<file path="src/hw/rtl/efhp_pkg.sv">
// ----------------------------------------------------------------------------
// efhp_pkg - Ethernet frame header parser package
// Shared widths, header offsets, status codes and register indexes.
// ----------------------------------------------------------------------------
`timescale 1ns / 1ps

package efhp_pkg;

   // Byte offsets within the frame
   localparam logic [15:0] MAC_FIRST      = 16'd6;
   localparam logic [15:0] MAC_LAST       = 16'd11;
   localparam logic [15:0] ETYPE_HI       = 16'd12;
   localparam logic [15:0] ETYPE_LO       = 16'd13;
   localparam logic [15:0] VERSION_OFS    = 16'd14;
   localparam logic [15:0] TYPE_OFS       = 16'd15;
   localparam logic [15:0] SEQ_HI         = 16'd16;
   localparam logic [15:0] SEQ_LO         = 16'd17;
   localparam logic [15:0] FLAGS_OFS      = 16'd18;
   localparam logic [15:0] LEN_HI         = 16'd19;
   localparam logic [15:0] LEN_LO         = 16'd20;
   localparam logic [15:0] HDR_END        = 16'd21;
   localparam logic [15:0] INDEX_MAX      = 16'hFFFF;

   // Result data layout
   localparam int RSP_DATA_W = 112;

   // Status codes reported on the last byte
   typedef enum logic [2:0] {
      STATUS_OK            = 3'd0,
      STATUS_TOO_SHORT     = 3'd1,
      STATUS_BAD_ETHERTYPE = 3'd2,
      STATUS_BAD_VERSION   = 3'd3,
      STATUS_LEN_EXCEEDS   = 3'd4
   } status_type;

   // Configuration register indexes
   localparam logic CSR_ETHERTYPE = 1'b0;
   localparam logic CSR_VERSION   = 1'b1;

endpackage

</file>
<file path="src/hw/rtl/ethernet_frame_header_parser_core.sv">
// ----------------------------------------------------------------------------
// ethernet_frame_header_parser_core - Ethernet frame header parser
// Parses a byte stream, captures header fields, marks payload, checks frame.
// ----------------------------------------------------------------------------
// Usage:
//   req_*  : one frame byte per request in req_tdata, req_tlast on the final
//            byte of the frame.
//   rsp_*  : exactly one response per request: payload byte, status and the
//            header fields captured so far; rsp_tuser marks a payload byte and
//            rsp_tlast marks the response to the final byte of the frame.
//   csr_*  : write port for the expected EtherType (index 0) and the expected
//            version byte (index 1); write only while the stream is idle.
// Output: the response is held in the output register, valid in the cycle after the request is taken.
// Throughput: one byte per clock while the response side keeps up; the header capture and all checks fit in
//   one pass of logic between the frame state and the output register.
// Stall: when rsp_tready is low with a response waiting, req_tready drops;
//   it rises again in the cycle the response is taken.
// Reset: clears the frame state, both expected values and the output valid.
// After the final byte of a frame the frame state clears for the next frame.
// ----------------------------------------------------------------------------
`timescale 1ns / 1ps

module ethernet_frame_header_parser_core (
   input  logic                              clock,
   input  logic                              reset,
   // request channel
   input  logic                              req_tvalid,
   output logic                              req_tready,
   input  logic [7:0]                        req_tdata,   // [7:0] rx_byte
   input  logic                              req_tlast,   // end_of_frame
   // response channel
   output logic                              rsp_tvalid,
   input  logic                              rsp_tready,
   // [7:0] payload_byte, [8] accepted, [11:9] status, [59:12] source_mac,
   // [67:60] message_type, [83:68] sequence_res, [91:84] flag_bits,
   // [107:92] payload_length, [111:108] zero
   output logic [efhp_pkg::RSP_DATA_W-1:0]   rsp_tdata,
   output logic                              rsp_tuser,   // payload_valid
   output logic                              rsp_tlast,   // frame_done
   // configuration port
   input  logic                              csr_we,
   input  logic                              csr_index,
   input  logic [15:0]                       csr_wdata
);

   // Configuration registers
   logic [15:0] exp_etype_ff;
   logic [7:0]  exp_version_ff;

   // Frame state
   logic [15:0] byte_index_ff, byte_index_in;
   logic [47:0] mac_ff, mac_in;
   logic [15:0] etype_ff, etype_in;
   logic [7:0]  version_ff, version_in;
   logic [7:0]  type_ff, type_in;
   logic [15:0] seq_ff, seq_in;
   logic [7:0]  flags_ff, flags_in;
   logic [15:0] len_ff, len_in;

   // Output register
   logic                            rsp_valid_ff;
   logic [efhp_pkg::RSP_DATA_W-1:0] rsp_data_ff, rsp_data_in;
   logic                            rsp_user_ff, rsp_user_in;
   logic                            rsp_last_ff;

   logic                  req_fire;
   logic                  checks_ok;
   logic                  pay_valid;
   logic [16:0]           pay_end;
   logic [16:0]           frame_bytes;
   efhp_pkg::status_type  status;
   logic                  accepted;
   logic [7:0]            pay_byte;

   assign req_tready = !rsp_valid_ff || rsp_tready;
   assign req_fire   = req_tvalid && req_tready;

   // Capture header bytes by offset
   always_comb begin
      mac_in     = mac_ff;
      etype_in   = etype_ff;
      version_in = version_ff;
      type_in    = type_ff;
      seq_in     = seq_ff;
      flags_in   = flags_ff;
      len_in     = len_ff;
      if (byte_index_ff inside {[efhp_pkg::MAC_FIRST:efhp_pkg::MAC_LAST]}) begin
         mac_in = {mac_ff[39:0], req_tdata};
      end else if (byte_index_ff inside {efhp_pkg::ETYPE_HI, efhp_pkg::ETYPE_LO}) begin
         etype_in = {etype_ff[7:0], req_tdata};
      end else if (byte_index_ff == efhp_pkg::VERSION_OFS) begin
         version_in = req_tdata;
      end else if (byte_index_ff == efhp_pkg::TYPE_OFS) begin
         type_in = req_tdata;
      end else if (byte_index_ff inside {efhp_pkg::SEQ_HI, efhp_pkg::SEQ_LO}) begin
         seq_in = {seq_ff[7:0], req_tdata};
      end else if (byte_index_ff == efhp_pkg::FLAGS_OFS) begin
         flags_in = req_tdata;
      end else if (byte_index_ff inside {efhp_pkg::LEN_HI, efhp_pkg::LEN_LO}) begin
         len_in = {len_ff[7:0], req_tdata};
      end
   end

   // Payload window and frame checks, using the updated capture values
   always_comb begin
      checks_ok   = (etype_in == exp_etype_ff) && (version_in == exp_version_ff);
      pay_end     = {1'b0, len_in} + {1'b0, efhp_pkg::HDR_END};
      frame_bytes = {1'b0, byte_index_ff} + 17'd1;
      pay_valid   = (byte_index_ff >= efhp_pkg::HDR_END) &&
                    ({1'b0, byte_index_ff} < pay_end) && checks_ok;

      status = efhp_pkg::STATUS_OK;
      if (req_tlast) begin
         if (frame_bytes < {1'b0, efhp_pkg::HDR_END}) begin
            status = efhp_pkg::STATUS_TOO_SHORT;
         end else if (etype_in != exp_etype_ff) begin
            status = efhp_pkg::STATUS_BAD_ETHERTYPE;
         end else if (version_in != exp_version_ff) begin
            status = efhp_pkg::STATUS_BAD_VERSION;
         end else if (pay_end > frame_bytes) begin
            status = efhp_pkg::STATUS_LEN_EXCEEDS;
         end
      end
      accepted = req_tlast && (status == efhp_pkg::STATUS_OK);
      pay_byte = pay_valid ? req_tdata : 8'd0;

      rsp_data_in = {4'd0, len_in, flags_in, seq_in, type_in, mac_in,
                     status, accepted, pay_byte};
      rsp_user_in = pay_valid;
   end

   // Advance the byte counter, saturate, clear after the last byte
   always_comb begin
      if (req_tlast) begin
         byte_index_in = '0;
      end else if (byte_index_ff != efhp_pkg::INDEX_MAX) begin
         byte_index_in = byte_index_ff + 16'd1;
      end else begin
         byte_index_in = byte_index_ff;
      end
   end

   // Configuration writes
   always_ff @(posedge clock) begin
      if (reset) begin
         exp_etype_ff   <= '0;
         exp_version_ff <= '0;
      end else if (csr_we) begin
         case (csr_index)
            efhp_pkg::CSR_ETHERTYPE: exp_etype_ff   <= csr_wdata;
            efhp_pkg::CSR_VERSION:   exp_version_ff <= csr_wdata[7:0];
            default:                 exp_etype_ff   <= exp_etype_ff;
         endcase
      end
   end

   // Frame state: update on each request, clear after the last byte
   always_ff @(posedge clock) begin
      if (reset) begin
         byte_index_ff <= '0;
         mac_ff        <= '0;
         etype_ff      <= '0;
         version_ff    <= '0;
         type_ff       <= '0;
         seq_ff        <= '0;
         flags_ff      <= '0;
         len_ff        <= '0;
      end else if (req_fire) begin
         byte_index_ff <= byte_index_in;
         if (req_tlast) begin
            mac_ff     <= '0;
            etype_ff   <= '0;
            version_ff <= '0;
            type_ff    <= '0;
            seq_ff     <= '0;
            flags_ff   <= '0;
            len_ff     <= '0;
         end else begin
            mac_ff     <= mac_in;
            etype_ff   <= etype_in;
            version_ff <= version_in;
            type_ff    <= type_in;
            seq_ff     <= seq_in;
            flags_ff   <= flags_in;
            len_ff     <= len_in;
         end
      end
   end

   // Output register: load on request, drop valid when taken
   always_ff @(posedge clock) begin
      if (reset) begin
         rsp_valid_ff <= 1'b0;
      end else if (req_fire) begin
         rsp_valid_ff <= 1'b1;
      end else if (rsp_tready) begin
         rsp_valid_ff <= 1'b0;
      end
   end

   always_ff @(posedge clock) begin
      if (req_fire) begin
         rsp_data_ff <= rsp_data_in;
         rsp_user_ff <= rsp_user_in;
         rsp_last_ff <= req_tlast;
      end
   end

   assign rsp_tvalid = rsp_valid_ff;
   assign rsp_tdata  = rsp_data_ff;
   assign rsp_tuser  = rsp_user_ff;
   assign rsp_tlast  = rsp_last_ff;

endmodule

</file>
<file path="config.mk">
export PLATFORM = sky130hd
export DESIGN_NAME = ethernet_frame_header_parser_core
export DESIGN_NICKNAME = d
export VERILOG_FILES = /design/src/hw/rtl/efhp_pkg.sv /design/src/hw/rtl/ethernet_frame_header_parser_core.sv
export SDC_FILE = /design/constraint.sdc
export NUM_CORES = 1
export LEC_CHECK = 0
export BUFFER_PORTS_ARGS = -buffer_cell sky130_fd_sc_hd__clkbuf_2
export CAP_MARGIN = 20
export CELL_PAD_IN_SITES_DETAIL_PLACEMENT = 1
export CELL_PAD_IN_SITES_GLOBAL_PLACEMENT = 2
export CORE_UTILIZATION = 36
export CTS_BUF_LIST = sky130_fd_sc_hd__clkbuf_8
export CTS_CLUSTER_DIAMETER = 60
export DETAILED_ROUTE_END_ITERATION = 16
export GPL_TIMING_DRIVEN = 0
export HOLD_SLACK_MARGIN = 0.1
export PLACE_DENSITY_LB_ADDON = 0.12
export SLEW_MARGIN = 25
export SYNTH_ARGS = -nofsm -noshare
export SYNTH_HDL_FRONTEND = slang
export SYNTH_SLANG_ARGS = --single-unit
</file>
<file path="constraint.sdc">
create_clock -name clock -period 5.25 [get_ports clock]
set_input_delay 0.7875 -clock clock [delete_from_list [all_inputs] [get_ports clock]]
set_output_delay 0.7875 -clock clock [all_outputs]
set_load 0.02 [all_outputs]
</file>
==> reports/metrics.yaml <==
synthTopCellsByCount: "nor2_1 (168), dfxtp_1 (161), a22oi_1 (122)"
min_to: "rsp_tlast"
setup_viol: 0
async_flop_share_pct: 0
min_period_over_period_pct: 97.4
yosysTopAreaCellShare_pct: 26.1
grt_pass1_wl_um: 58600
post-route-drc-count: 0
cts_hold_buf: 0
drv_cap: 0
detailed_place_hpwl_um: 27100
synth.most_common_cell: "nor2_1"
grt_antenna_before_repair: 0
ant_nets: 0
cpPeakStageDelay_ps: 540
finalSetupTns_ps: 0
synth_compound_area_share_pct: 13.0
start_util_pct: 36.7
ys_types: 67
critPathKind: "flip-flop to flip-flop"
overflow: 0
vias: 10100
layout_setup_ws_ps: 138
insertion_delay_ps: 600
rows: 68
tightest_slew_ps: 968
worstPathCellList: "clkinvlp_4 > ha_2 > or4b_4 > o21a_1 > nor2_4 > buf_12 > mux2_2 > ha_1 > inv_1 > a32oi_2 > o21bai_2 > and3b_1 > xnor2_1 > ha_1 > or3_1 > a221oi_2 > o21ai_4 > o221a_4 > nor4b_2"
synthSimpleGateAreaFrac_pct: 14.4
critPathMaxFanout: 19
synthAdderAreaFrac_pct: 3.75
powerDensity_nw_per_um2: 302
htree_levels: 2
synth_top_family_by_area: "simple AND/OR/NAND/NOR gates"
grt_max_degree: 81
syn_area_per_cell_um2: 10.5
multiInputGateArea_um2: 5770
synth_edf_count: 110
slowest_stage: "or4b_4"
die_w_um: 190
place_ws_ps: -1360
fin_worst_skew_ps: 18.6
cp_top_family: "simple AND/OR/NAND/NOR gates"
seq_area_um2: 6530
critical_path_buf_inv_count: 3
relSlewSlack_pct: 35.5
drive_gt1_share_pct: 23.6
rr_endpoint: "rsp_tdata[4]"
ys_seq_area_share_pct: 51.5
holdPathStages: 1
cts_inserted_buffers: 49
die_area_um2: 35900
netlist_area_um2: 12700
avgRoutedWirePerCell_um: 20.0
vias_per_cell: 5.28
dieHeight_um: 190
synth.area.mux_share_pct: 9.14
ir_drop_uv: 171
portBuffers: 136
pin_count: 147
worst_setup_path_start_kind: "flip-flop"
status: "completed"
grt_pass1_vias: 10100
fill_cells: 3950
synthTopCellsByArea: "edfxtp_1 (26%), dfxtp_1 (25%), mux2_2 (7.6%), a22oi_1 (7.2%), nor2_1 (5.0%)"
grtUsageTotal_pct: 21.1
yosysTopAreaCell: "edfxtp_1"
clk_path_buf_depth: 3
layout.nets: 1478
synth_xor_area_share_pct: 4.36
gp_congestion: 0.867
reg2reg_slack_ps: 140
dr.pass1.iters: 5
reg2regPathDepth: 19
min-delay-path-class: "input port to flip-flop"
synthFlopType: "dfxtp_1"
ys_seq_elements: 271
min_period_ps: 5110
drt-initial-drc-count: 558
coreArea_um2: 34500
area_growth_syn_to_layout_pct: 19.6
crit_top_cell: "ha_1"
syn_inst: 1210
cp.arrival_ps: 5510
maxSlewViolCount: 0
routed_wl_um: 38000
holdCritStartpoint: "req_tlast"
clock_sinks: 271
cp-end-kind: "flip-flop"
leakagePower_nw: 5.87
yosysWarnings: 0
timing.rr.start: "byte_index_ff[0]"
finalHoldViolations: 0
fmax_mhz: 196
clkSlewWorstSetupHoldPaths_ps: 60
cts_tree: "done"
cts_root_buf: "clkbuf_8"
crit_required_ps: 5640
-- area by class of cell --
class	instances	share of cell area [%]
antenna	1	0.0165
sequential	271	43.1
timing repair buffer	146	5.12
inverter	42	1.10
buffer	79	2.24
clock buffer	52	4.73
clock inverter	40	1.80
tap	455	3.76
multi-input combinational	820	38.1
-- worst max-delay path by stage --
stage / from / endpoint / slack (ps) / cells after the start
after global placement: rsp_tready / etype_ff[8] / -1750 / 9
final: byte_index_ff[0] / rsp_tdata[4] / 140 / 19
after detailed placement: byte_index_ff[0] / rsp_tdata[8] / -1360 / 21
after CTS: byte_index_ff[0] / rsp_tdata[8] / 20 / 21
after floorplan: byte_index_ff[0] / rsp_tdata[1] / 20 / 21
after global routing: byte_index_ff[0] / rsp_tdata[4] / -20 / 19
-- per-layer routing --
metal,part of all wire (%),GRT usage [%],up-vias
met5,0,0,-
met1,47,28.6,4959
li1,-,-,4798
met4,2.4,7.44,0
met2,46,34.2,238
met3,4.6,3.27,62
-- cells by family (layout without fill, tap and decap cells) --
| logic type | Yosys count | after routing |
|---|---|---|
| other cells | 1 | 5 |
| flops | 271 | 271 |
| simple gates | 366 | 366 |
| xor+xnor | 63 | 63 |
| mux | 105 | 105 |
| buf+inv | 123 | 359 |
| fa+ha+maj | 38 | 38 |
| compound gates | 243 | 244 |
-- where the power goes --
part           switching, mW  internal, mW
sequential            0.0260          2.24
clock                  0.920          1.07
combinational          0.231        0.0796
total                   1.18          3.39
-- timing repair --
action,4_1_cts,5_1_grt
buffers inserted,2,6
hold endpoints to repair,0,0
resized for setup,20,12
setup endpoints to repair,11,11
cloned,0,1
pin swaps,2,4
-- flip-flops by register name, summed over array words and instances, names as in the netlist, 16 cells and up --
| register | cells |
|---|---|
| mac_ff | 48 |
| rsp_tdata | 108 |
| exp_etype_ff | 16 |
| seq_ff | 16 |
| byte_index_ff | 16 |
| len_ff | 16 |
| etype_ff | 16 |
-- placed cells by master (no fill, tap or decap), types with 5 or more instances in the layout --
master | synthesis | final
clkbuf_8 | 0 | 52
xnor2_1 | 45 | 45
nand2_1 | 67 | 67
o22ai_1 | 5 | 5
nor4b_2 | 2 | 5
a22oi_1 | 122 | 122
buf_1 | 7 | 7
a21o_1 | 7 | 7
and3_1 | 6 | 6
and4_1 | 5 | 5
clkbuf_1 | 63 | 63
mux2_2 | 85 | 84
inv_1 | 42 | 62
nand2b_1 | 12 | 12
xor2_1 | 18 | 18
clkinv_2 | 0 | 5
a21oi_1 | 58 | 56
ha_1 | 38 | 36
nor4_1 | 15 | 15
nor3_1 | 10 | 9
dfxtp_1 | 161 | 159
clkinv_1 | 0 | 5
o21ai_0 | 17 | 14
o21ai_1 | 4 | 5
clkbuf_2 | 0 | 136
nor2b_1 | 7 | 7
nor2_1 | 168 | 168
mux2i_1 | 20 | 20
nor4_2 | 5 | 5
nand3_1 | 27 | 26
buf_4 | 4 | 13
o21a_1 | 6 | 6
nand4_1 | 14 | 14
edfxtp_1 | 110 | 110
-- through the flow --
stage	cells	hold WS [ps]	total power, mW	instance area, um^2	utilization (%)
final	1906	380	4.57	15100	43.8
after global placement	1804	475	2.62	13900	40.3
after CTS	1899	333	4.64	15000	43.6
after floorplan	1213	449	2.49	12700	-
after global routing	1905	352	4.76	15100	43.8
after detailed placement	1806	484	2.62	14000	40.5
Power figures use the tool's default switching activity.
